<file path="config.mk">
export PLATFORM = sky130hd
export DESIGN_NAME = elog_ctrl
export DESIGN_NICKNAME = d
export VERILOG_FILES = /design/src/design/elog_pkg.sv /design/src/design/elog_step.sv /design/src/design/elog_ctrl.sv
export SDC_FILE = /design/constraint.sdc
export NUM_CORES = 1
export LEC_CHECK = 0
export ABC_AREA = 1
export BUFFER_PORTS_ARGS = -buffer_cell sky130_fd_sc_hd__buf_2
export CELL_PAD_IN_SITES_DETAIL_PLACEMENT = 1
export CELL_PAD_IN_SITES_GLOBAL_PLACEMENT = 2
export CORE_ASPECT_RATIO = 1.75
export CORE_MARGIN = 1
export CORE_UTILIZATION = 37
export DETAILED_ROUTE_END_ITERATION = 10
export GPL_TIMING_DRIVEN = 0
export PLACE_DENSITY_LB_ADDON = 0.08
export SYNTH_ARGS = -nofsm -noshare
export SYNTH_HDL_FRONTEND = slang
export SYNTH_SLANG_ARGS = --single-unit
</file>
<file path="constraint.sdc">
create_clock -name clk -period 14.2 [get_ports clk]
set_clock_uncertainty 0.05 [all_clocks]
set_input_delay 1.42 -clock clk [delete_from_list [all_inputs] [get_ports clk]]
set_output_delay 1.42 -clock clk [all_outputs]
set_load 0.01 [all_outputs]
</file>
<file path="src/design/elog_pkg.sv">
// shared types and codes for the event log ring with state search
// no dependencies; used by every module of the block but elog_step
`timescale 1ns / 1ps

package elog_pkg;

  // request modes
  localparam logic [2:0] MODE_APPEND = 3'd0;
  localparam logic [2:0] MODE_READ   = 3'd1;
  localparam logic [2:0] MODE_REWIND = 3'd2;
  localparam logic [2:0] MODE_SEARCH = 3'd3;
  localparam logic [2:0] MODE_CHANGE = 3'd4;
  localparam logic [2:0] MODE_CLEAR  = 3'd5;

  // result status codes
  localparam logic [1:0] ST_OK    = 2'd0;
  localparam logic [1:0] ST_MISS  = 2'd1;
  localparam logic [1:0] ST_RANGE = 2'd2;

  // one result item
  typedef struct packed {
    logic [1:0]  status;
    logic [11:0] slot_index;
    logic [7:0]  stored_state;
    logic [11:0] steps_done;
  } res_t;

  // state memory access, one per cycle
  typedef struct packed {
    logic        wr_en;
    logic [11:0] addr;
    logic [7:0]  wr_data;
  } mem_req_t;

endpackage

</file>
<file path="src/design/elog_step.sv">
// shared ring pointer step unit: one wrapped increment or decrement
// no package dependency; bounds come from the top level parameters
`timescale 1ns / 1ps

module elog_step #(
  parameter int RING_BASE = 0,
  parameter int RING_END  = 1024
) (
  input  logic [11:0] ptr,
  input  logic        step_back,
  output logic [11:0] ptr_step
);

  localparam logic [11:0] BASE_C = 12'(RING_BASE);
  localparam logic [11:0] LAST_C = 12'(RING_END - 1);
  localparam logic [12:0] END_C  = 13'(RING_END);

  logic [12:0] inc;

  assign inc = {1'b0, ptr} + 13'd1;

  // forward wraps at the end, backward wraps below the base
  always_comb begin
    if (step_back) begin
      ptr_step = (ptr <= BASE_C) ? LAST_C : ptr - 12'd1;
    end else begin
      ptr_step = (inc >= END_C) ? BASE_C : inc[11:0];
    end
  end

endmodule

</file>
<file path="src/design/elog_ctrl.sv">
// sequencer of the event log: pointers, request decode, rewind and search walks
// depends on elog_pkg, elog_step (shared pointer step) and the state memory port
`timescale 1ns / 1ps

module elog_ctrl #(
  parameter int RING_BASE = 0,
  parameter int RING_END  = 1024
) (
  input  logic               clk,
  input  logic               rst_n,
  input  logic               in_valid,
  output logic               in_ready,
  input  logic [2:0]         in_mode,
  input  logic [7:0]         in_state_value,
  input  logic [11:0]        in_entry_index,
  input  logic [11:0]        in_back_count,
  output logic               res_valid,
  input  logic               res_take,
  output elog_pkg::res_t     res,
  output elog_pkg::mem_req_t mem_req,
  input  logic [7:0]         mem_rd_data
);

  localparam logic [11:0] BASE_C = 12'(RING_BASE);
  localparam logic [12:0] END_C  = 13'(RING_END);

  typedef enum logic [6:0] {
    S_IDLE     = 7'b0000001,
    S_EXEC     = 7'b0000010,
    S_APP_FIX  = 7'b0000100,
    S_RD_WAIT  = 7'b0001000,
    S_RWD      = 7'b0010000,
    S_SRCH_RD  = 7'b0100000,
    S_SRCH_CMP = 7'b1000000
  } state_t;

  state_t state_r, state_nxt;
  logic   fin_r, fin_nxt;

  logic [11:0] wp_r, wp_nxt;
  logic [11:0] rp_r, rp_nxt;
  logic [11:0] op_r, op_nxt;
  logic [11:0] scan_r, scan_nxt;
  logic [11:0] cnt_r, cnt_nxt;

  logic [2:0]  mode_r;
  logic [7:0]  val_r;
  logic [11:0] idx_r;
  logic [11:0] back_r;

  elog_pkg::res_t res_r, res_nxt;

  logic [11:0] step_in;
  logic        step_back;
  logic [11:0] step_out;
  logic        accept;
  logic        idx_bad;

  elog_step #(
    .RING_BASE (RING_BASE),
    .RING_END  (RING_END)
  ) u_step (
    .ptr       (step_in),
    .step_back (step_back),
    .ptr_step  (step_out)
  );

  assign in_ready  = (state_r == S_IDLE) && !fin_r;
  assign accept    = in_valid && in_ready;
  assign res_valid = fin_r;
  assign res       = res_r;
  assign idx_bad   = (idx_r < BASE_C) || ({1'b0, idx_r} >= END_C);

  // sequencer next state and datapath
  always_comb begin
    state_nxt         = state_r;
    fin_nxt           = fin_r;
    wp_nxt            = wp_r;
    rp_nxt            = rp_r;
    op_nxt            = op_r;
    scan_nxt          = scan_r;
    cnt_nxt           = cnt_r;
    res_nxt           = res_r;
    step_in           = wp_r;
    step_back         = 1'b0;
    mem_req.wr_en     = 1'b0;
    mem_req.addr      = rp_r;
    mem_req.wr_data   = val_r;

    unique case (state_r)
      S_IDLE: begin
        if (fin_r && res_take) begin
          fin_nxt = 1'b0;
        end
        if (accept) begin
          res_nxt   = '0;
          state_nxt = S_EXEC;
        end
      end

      S_EXEC: begin
        state_nxt = S_IDLE;
        fin_nxt   = 1'b1;
        unique case (mode_r)
          elog_pkg::MODE_APPEND: begin
            mem_req.wr_en        = 1'b1;
            mem_req.addr         = wp_r;
            res_nxt.slot_index   = wp_r;
            res_nxt.stored_state = val_r;
            wp_nxt               = step_out;
            fin_nxt              = 1'b0;
            state_nxt            = S_APP_FIX;
          end
          elog_pkg::MODE_READ: begin
            if (rp_r == wp_r) begin
              res_nxt.status = elog_pkg::ST_MISS;
            end else begin
              step_in            = rp_r;
              rp_nxt             = step_out;
              res_nxt.slot_index = rp_r;
              fin_nxt            = 1'b0;
              state_nxt          = S_RD_WAIT;
            end
          end
          elog_pkg::MODE_REWIND: begin
            if (op_r == wp_r) begin
              res_nxt.status = elog_pkg::ST_MISS;
            end else begin
              step_back = 1'b1;
              rp_nxt    = step_out;
              cnt_nxt   = 12'd1;
              fin_nxt   = 1'b0;
              state_nxt = S_RWD;
            end
          end
          elog_pkg::MODE_SEARCH: begin
            res_nxt.status = elog_pkg::ST_MISS;
            scan_nxt       = op_r;
            fin_nxt        = 1'b0;
            state_nxt      = S_SRCH_RD;
          end
          elog_pkg::MODE_CHANGE: begin
            if (idx_bad) begin
              res_nxt.status = elog_pkg::ST_RANGE;
            end else begin
              mem_req.wr_en        = 1'b1;
              mem_req.addr         = idx_r;
              res_nxt.slot_index   = idx_r;
              res_nxt.stored_state = val_r;
            end
          end
          elog_pkg::MODE_CLEAR: begin
            wp_nxt = BASE_C;
            rp_nxt = BASE_C;
            op_nxt = BASE_C;
          end
          default: begin
          end
        endcase
      end

      // drop the oldest entry when the write pointer caught up with it
      S_APP_FIX: begin
        if (wp_r == op_r) begin
          step_in = op_r;
          op_nxt  = step_out;
        end
        fin_nxt   = 1'b1;
        state_nxt = S_IDLE;
      end

      S_RD_WAIT: begin
        res_nxt.stored_state = mem_rd_data;
        fin_nxt              = 1'b1;
        state_nxt            = S_IDLE;
      end

      // step the read pointer back one entry a cycle
      S_RWD: begin
        if ((cnt_r < back_r) && (rp_r != op_r)) begin
          step_in   = rp_r;
          step_back = 1'b1;
          rp_nxt    = step_out;
          cnt_nxt   = cnt_r + 12'd1;
        end else begin
          res_nxt.steps_done = cnt_r;
          res_nxt.slot_index = rp_r;
          fin_nxt            = 1'b1;
          state_nxt          = S_IDLE;
        end
      end

      // search walk: issue the read, then compare the returned byte
      S_SRCH_RD: begin
        mem_req.addr = scan_r;
        if (scan_r == wp_r) begin
          fin_nxt   = 1'b1;
          state_nxt = S_IDLE;
        end else begin
          state_nxt = S_SRCH_CMP;
        end
      end

      S_SRCH_CMP: begin
        if (mem_rd_data == val_r) begin
          res_nxt.status       = elog_pkg::ST_OK;
          res_nxt.slot_index   = scan_r;
          res_nxt.stored_state = val_r;
          fin_nxt              = 1'b1;
          state_nxt            = S_IDLE;
        end else begin
          step_in   = scan_r;
          scan_nxt  = step_out;
          state_nxt = S_SRCH_RD;
        end
      end

      default: begin
        state_nxt = S_IDLE;
      end
    endcase
  end

  // control registers
  always_ff @(posedge clk) begin
    if (!rst_n) begin
      state_r <= S_IDLE;
      fin_r   <= 1'b0;
      wp_r    <= BASE_C;
      rp_r    <= BASE_C;
      op_r    <= BASE_C;
    end else begin
      state_r <= state_nxt;
      fin_r   <= fin_nxt;
      wp_r    <= wp_nxt;
      rp_r    <= rp_nxt;
      op_r    <= op_nxt;
    end
  end

  // request fields and work registers
  always_ff @(posedge clk) begin
    if (accept) begin
      mode_r <= in_mode;
      val_r  <= in_state_value;
      idx_r  <= in_entry_index;
      back_r <= in_back_count;
    end
    scan_r <= scan_nxt;
    cnt_r  <= cnt_nxt;
    res_r  <= res_nxt;
  end

endmodule

</file>
## Yosys cells after proc, flatten, opt, wreduce, memory -nomap -nowiden

Cells that the tools add are included.

- Register bits after elaboration: 137
- Input bits: 47
- Output and inout bits: 57
- Word-level logic and storage cells: 157

- Add/sub/neg operators: 3
- Magnitude comparators: 5
- Equality and inequality tests: 40
- Multiplexer cells: 65
- Reduce and logical (&&, ||, !) cells: 29

Operators with widths:

| operator | count |
|---|---|
| $mux 12 | 21 |
| $pmux 12 s2 | 7 |
| $pmux 12 s4 | 2 |
| $pmux 12 s3 | 2 |
| $eq 12x12->1 | 4 |
| $pmux 7 s5 | 1 |
| $mux 34 | 1 |
| $pmux 8 s4 | 1 |
| $pmux 13 s2 | 1 |
| $pmux 6 s4 | 1 |
| $mux 22 | 1 |
| $mux 7 | 3 |
| $mux 20 | 1 |
| $ne 3x3->1 const B | 6 |
| $ne 2x2->1 const B | 8 |
| $pmux 8 s2 | 1 |
| $reduce_and 5->1 | 3 |
| $reduce_and 7->1 | 2 |
| $add 12x1->13 const B | 1 |
| $ge 13x11->1 const B | 1 |
| $mux 13 | 1 |
| $add 12x1->12 const B | 1 |
| $ge 12x11->1 const B | 1 |
| $le 12x1->1 const B | 1 |
| other kinds (41) | 70 |

## Logic depth before layout (Yosys ltp)

Gate-level depths: netlist of run 1.

- Depth in word-level cells: 11
- Mapped depth: 28
- Mapped depth without buffers: 26

## By module

Synthesis of run 1 repeated with hierarchy kept, for this count alone.

- Cells, all modules: 1253
- Area, all modules: 9151.3 um^2

Modules (own cells, without submodules):

| module | instances | cells each | area each (um^2) | sequential area each (um^2) |
|---|---|---|---|---|
| elog_ctrl | 1 | 1104 | 8339.2 | 3673.5 |
| elog_step | 1 | 149 | 812.0 | 0.0 |

## Worst setup path before layout of run 1

OpenSTA, ideal clock, no wires.

- Path type: input -> register
- Start: input in_valid
- End: register res_r, in the netlist res[20], enable pin
- Library setup time: 0.448 ns
- Arrival time: 4.518 ns
- Data required time: 13.702 ns
- Path slack: 9.184 ns
- Cell stages on the path: 6
- Buffers on the path: 0
- Cell sequence: nand2_1 inv_1 nor2_1 inv_1 nand2_1 a2111oi_0

- Word-level cells in the longest chain between the ends: 3

Ends and longest elaborated chain:

| item | line | source |
|---|---|---|
| start, declared | elog_ctrl.sv:11 | `input logic in_valid,` |
| $logic_and 1x1->1 | elog_ctrl.sv:69 | `assign accept = in_valid && in_ready;` |
| net accept | elog_ctrl.sv:56 | `logic accept;` |
| $ne 2x2->1 (no source line) | -- |  |
| $reduce_and 7->1 (no source line) | -- |  |
| end signal, assigned | elog_ctrl.sv:251 | `res_r <= res_nxt;` |
| end, declared | elog_ctrl.sv:51 | `elog_pkg::res_t res_r, res_nxt;` |

The timed path passes the listed nets, and every way through them passes these cells.
A chain may end at the register's enable or synchronous reset.

==> out/results.tsv, run 1 <==
metric	value	unit
worstSetupEndpointType	output pin	
critPathMaxFanout	10	
setup-tns-final	0	ns
cts_resized	0	
initial_utilization	37.7	%
syn_area	0.00879	mm^2
dp_hpwl	30300	um
grt_max_degree	37	
finalHoldViolations	0	
criticalPathCategory	flip-flop to output pin	
clk_latency	0.46	ns
synthTopCellsByArea	edfxtp_1 (32%), nand2_1 (12%), dfxtp_1 (10%), inv_1 (5.9%), nor2_1 (5.0%)	
status	finished clean	
synth-edff-count	93	
min_period_over_period	36.2	%
num_rows	74	
io_buffers	103	
fp.dieH	206	um
routed_wl	37900	um
tightest_slew	1.30	ns
stdcell_count	1589	
core	0.0233	mm^2
final_cell_mix	nand2_1 (278), inv_1 (137), buf_2 (120)	
fin_area	0.0103	mm^2
power.leakage	4.44	nW
synth_top_area_cell	edfxtp_1	
first_pass_iters	5	
relSlewSlack	12.2	%
hold_buffers	0	
syn_avg_cell_area	7.67	um^2
cp_data_required_time	12.73	ns
die_w	119	um
tritoncts	yes	
fill_cells	2960	
clk_pin_slew	0.07	ns
arrival	3.67	ns
hold_path.class	flip-flop to flip-flop	
drv_cap	0	
fmax	0.195	GHz
synth_top_area_share	31.8	%
start_kind	flip-flop	
num_vias	8743	
synth_ff_type	edfxtp_1	
post_cts_buffers	0	
gp_congestion	0.958	
grt_pass1_wl	55700	um
grt_overflow	0	
finalCriticalPeriod	5.14	ns
syn_inst	1147	
async_flop_share	0	%
dieArea	0.0244	mm^2
grt_pass1_vias	9044	
placed_cells_incl_taps	1556	
post_route_cells_drive_above_1_share	16.6	%
layout.nets	1333	
yosysWarnings	0	
io_pins	104	
antenna_found_initial	1	
cts-htree-levels	4	
grt.total_usage	31.9	%
seq_area_frac_synth	41.8	%
ys_seq_elements	137	
clockRootBuffer	clkbuf_16	
placed_area	0.00972	mm^2
final_common_cell	nand2_1	
cts_made_buffers	17	
routedWlPerCell	23.8	um
area_growth_syn_to_layout	17.6	%
finalSetupViolCount	0	
cts.sinks	137	
synth_nets	1209	
final-max-slew-violation-count	0	
ys_types	53	
drtIter0Drc	479	
rsz0062_at_grt	no	
drc	0	
drtAntennaViolNets	0	
vias_per_cell	5.50	
power_density	109	mW/mm^2
cts_buffer_depth	2	
peakVddDrop	0.0000873	V
synth_stat cells, types with 15 or more instances:
cell	n
a21oi_1	68
o21ai_0	33
nor2_1	116
nand2_1	278
clkbuf_1	25
xnor2_1	19
xor2_1	21
ha_1	15
dfxtp_1	44
edfxtp_1	93
inv_1	138
nand4_1	19
nand3_1	86
buf_2	17
o221ai_1	35
critical path: stages, from the launching register on:
cell and delay, ns:
dfxtp_1 0.32, inv_1 0.10, nand2_2 0.09, nor2_1 0.19
nand3_4 0.21, inv_1 0.39, clkbuf_1 0.40, nor2_1 0.10
inv_1 0.38, o21ai_0 0.46, nand2_1 0.17, o221ai_1 0.18
buf_2 0.21
flip-flops by register name, indices dropped and copies added, names as in the netlist:
signal and cells:
res 34, idx_r 12, rp_r 12, state_r 7, back_r 12, val_r 8
op_r 12, scan_r 12, res_valid 1, cnt_r 12, wp_r 12, mode_r 3
cell type report:
cell class                 instances  area [um^2]  area share [%]
tap                              304          380            3.68
antenna                            1         2.50          0.0242
timing repair buffer             105          531            5.13
inverter                         153          574            5.55
buffer                            49          246            2.38
clock buffer                      18          429            4.15
multi-input combinational        808         4310            41.7
clock inverter                    14          194            1.87
sequential                       137         3670            35.5
path summary, 6_finish.rpt:
kind | start | endpoint | slack, ns | cells past startpoint
worst max-delay path | state_r[3] | mem_req[17] | 9.06 | 12
worst min-delay path | op_r[5] | op_r[5] | 0.46 | 2
worst max register to register | cnt_r[6] | scan_r[5] | 9.49 | 18
worst min register to register | op_r[5] | op_r[5] | 0.46 | 2
cells by family after synthesis:
| family | after synthesis | synth area share, % |
|---|---|---|
| buffers and inverters | 202 | 9.33 |
| XOR/XNOR | 40 | 3.98 |
| adder cells (fa/ha/maj) | 15 | 2.13 |
| flip-flops | 137 | 41.8 |
| multiplexers | 1 | 0.114 |
| AND/OR/NAND/NOR | 566 | 29.0 |
| AO/OA/AOI/OAI | 186 | 13.7 |
routing by layer:
| layer | global-route usage (%) | up-vias | routed length (um) |
|---|---|---|---|
| li1 | - | 4121 | - |
| met1 | 28.8 | 4220 | 12600 |
| met2 | 61.9 | 261 | 21000 |
| met3 | 5.16 | 141 | 1320 |
| met4 | 25.8 | 0 | 2960 |
| met5 | 0 | - | 0 |
stage by stage:
stage	total power [W]	setup slack [ns]	hold slack [ns]	util, %
6_report	0.00112	9.06	0.461	44.3
4_1_cts	0.00113	9.08	0.459	44.3
5_1_grt	0.00116	8.96	0.491	44.3
3_5_place_dp	0.000649	9.21	0.450	41.7
3_3_place_gp	0.000643	7.25	0.447	41.5
2_1_floorplan	0.000573	9.18	0.421	-
where the power goes:
group	switching (W)	internal, W	total [W]
clock	0.000190	0.000294	0.000484
sequential	0.0000134	0.000463	0.000477
combinational	0.000116	0.0000475	0.000163
Note: power is estimated with default switching activity, not from simulation.
==> run 2, diff against run 1 <==
--- a/config.mk
+++ b/config.mk
@@ -11,7 +11,7 @@
 export CELL_PAD_IN_SITES_GLOBAL_PLACEMENT = 2
 export CORE_ASPECT_RATIO = 1.75
 export CORE_MARGIN = 1
-export CORE_UTILIZATION = 37
+export CORE_UTILIZATION = 31
 export DETAILED_ROUTE_END_ITERATION = 10
 export GPL_TIMING_DRIVEN = 0
 export PLACE_DENSITY_LB_ADDON = 0.08
==> constraint.sdc (replaced) <==
create_clock -name clk -period 4.16 [get_ports clk]
set_clock_uncertainty 0.05 [all_clocks]
set_input_delay 0.416 -clock clk [delete_from_list [all_inputs] [get_ports clk]]
set_output_delay 0.416 -clock clk [all_outputs]
set_load 0.01 [all_outputs]
==> out/results.tsv, run 2 (synthesized netlist as in run 1, its figures left out) <==
metric	value	unit	change
status	finished clean		unchanged
final_cell_mix	nand2_1 (276), inv_1 (137), buf_2 (122)		was nand2_1 (278), inv_1 (137), buf_2 (120)
criticalPathCategory	flip-flop to output pin		unchanged
gp_congestion	0.927		was 0.958
first_pass_iters	4		was 5
grt.total_usage	26.7	%	was 31.9%
fmax	0.247	GHz	
cts.sinks	137		unchanged
critPathMaxFanout	8		was 10
crit_buf_inv	4		was 5
dp_hpwl	31000	um	was 30300 um
cp_top_family	simple AND/OR/NAND/NOR gates		was buffers and inverters
timing.critical_path.mode_cell	inv_2		was inv_1
power.leakage	4.47	nW	was 4.44 nW
dieArea	0.0291	mm^2	was 0.0244 mm^2
drtIter0Drc	353		was 479
worstSetupEndpointType	output pin		unchanged
cp_data_required_time	3.69	ns	was 12.73 ns
cts_made_buffers	17		unchanged
initial_utilization	31.6	%	was 37.7%
finalHoldViolations	0		unchanged
cts-htree-levels	4		unchanged
hold_depth	1		was 2
start_kind	flip-flop		unchanged
num_vias	8720		was 8743
layout.nets	1340		was 1333
grt_max_degree	37		unchanged
switchingPower	0.00106	W	was 0.000319 W
tightest_slew	1.38	ns	was 1.30 ns
whs	0.0906	ns	was 0.461 ns
routed_wl	37600	um	was 37900 um
drc	0		unchanged
critical-path-max-stage-delay	1.04	ns	was 0.46 ns
arrival	3.59	ns	was 3.67 ns
io_buffers	103		unchanged
drtAntennaViolNets	0		unchanged
grt_overflow	0		unchanged
routedWlPerCell	22.6	um	was 23.8 um
peakVddDrop	0.000279	V	was 0.0000873 V
antenna_found_initial	0		was 1
clk_pin_slew	0.06	ns	was 0.07 ns
seqPwrFrac	44.0	%	was 42.4%
fill_cells	3494		was 2960
num_rows	81		was 74
final-max-slew-violation-count	0		unchanged
r2r_cells	20		was 18
area_growth_syn_to_layout	19.5	%	was 17.6%
tritoncts	yes		unchanged
cp_num_cells	11		was 12
hold_buffers	0		unchanged
min_period_over_period	97.5	%	
totalPowerFinal	0.00370	W	was 0.00112 W
hold_path.class	input port to flip-flop		was flip-flop to flip-flop
p_comb_share	15.6	%	was 14.5%
die_w	129	um	was 119 um
vias_per_cell	5.24		was 5.50
power_density	352	mW/mm^2	was 109 mW/mm^2
clock_power_share	40.4	%	was 43.0%
crit_chain	inv_2, nand2_4, nor2_4, inv_2, nor4_1, nor2_1, inv_1, o21ai_0, nand2_1, o221ai_1, buf_2		was inv_1, nand2_2, nor2_1, nand3_4, inv_1, clkbuf_1, nor2_1, inv_1, o21ai_0, nand2_1, o221ai_1, buf_2
relSlewSlack	7.05	%	was 12.2%
cts_buffer_depth	2		unchanged
rsz0062_at_grt	no		unchanged
clk_latency	0.45	ns	was 0.46 ns
io_pins	104		unchanged
fp.dieH	225	um	was 206 um
swShare	28.8	%	was 28.4%
intPower	0.00263	W	was 0.000805 W
cp_slowest_cell	nor4_1		was o21ai_0
largest_register_ffs	34		unchanged
drv_cap	0		unchanged
post_route_cells_drive_above_1_share	17.5	%	was 16.6%
clockRootBuffer	clkbuf_16		unchanged
grt_pass1_wl	54900	um	was 55700 um
diodes	0		was 1
grt_pass1_vias	9059		was 9044
finalCriticalPeriod	4.06	ns	
final_common_cell	nand2_1		unchanged
core	0.0279	mm^2	was 0.0233 mm^2
finalSetupViolCount	0		unchanged
-- run 2: routing by layer --
metal	global-route usage, %	part of all wire, %
met1	24.5	33
met2	51.6	56
met3	3.45	3.7
met4	20.8	7.4
met5	0	0
-- run 2: repair_timing --
item / in CTS / in global routing
pin swaps: 0 / 2
endpoints found under the setup margin: 46 / 40
buffers inserted: 0 / 6
gates resized for setup: 6 / 13
-- run 2: path summary, 6_finish.rpt --
path	from	endpoint	slack (ns)
min reg2reg	op_r[10]	op_r[10]	0.45
max	state_r[1]	mem_req[9]	0.10
max reg2reg	val_r[5]	scan_r[8]	0.28
min	in_entry_index[0]	idx_r[0]	0.09
-- run 2: metrics by stage --
stage / setup slack [ns] / setup TNS (ns) / cells / cell area (um^2) / util (%)
global placement: -1.86 / -45.40 / 1623 / 9780 / 35.1
global route: 0.00144 / 0 / 1663 / 10500 / 37.7
finish: 0.104 / 0 / 1663 / 10500 / 37.7
CTS: -0.0429 / -0.0429 / 1657 / 10400 / 37.3
floorplan: 0.0181 / 0 / 1147 / 8800 / -
detailed placement: -0.486 / -15.23 / 1626 / 9810 / 35.2
-- run 2: area by class of cell --
| type | count | area (um^2) | share of cell area (%) |
|---|---|---|---|
| clock inverter | 12 | 128 | 1.21 |
| tap | 373 | 467 | 4.44 |
| multi-input combinational | 808 | 4390 | 41.7 |
| inverter | 153 | 578 | 5.50 |
| clock buffer | 19 | 433 | 4.12 |
| sequential | 137 | 3670 | 35.0 |
| buffer | 49 | 254 | 2.42 |
| timing repair buffer | 112 | 591 | 5.62 |
-- run 2: power groups by stage --
| stage | clock (W) | combinational [W] | sequential, W |
|---|---|---|---|
| after floorplan | 0 | 0.000274 | 0.00168 |
| after global placement | 0 | 0.000545 | 0.00166 |
| after detailed placement | 0 | 0.000560 | 0.00166 |
| after CTS | 0.00153 | 0.000566 | 0.00163 |
| after global routing | 0.00156 | 0.000627 | 0.00164 |
| final | 0.00149 | 0.000576 | 0.00163 |
-- run 2: worst reg2reg max path, stage by stage (launching register included) --
cell and delay, ns:
edfxtp_1 0.46, xnor2_1 0.18, nand2_1 0.08, nor2_2 0.17
nand2_2 0.23, nor2_2 0.53, a21oi_1 0.15, nand3_1 0.16
nor2_4 0.08, inv_1 0.13, ha_1 0.24, nand3_2 0.12
inv_1 0.15, nand2_2 0.10, nor2_1 0.14, nor2_2 0.06
nand2_2 0.10, nand2_8 0.10, buf_6 0.17, nand3_1 0.10
o21ai_0 0.10
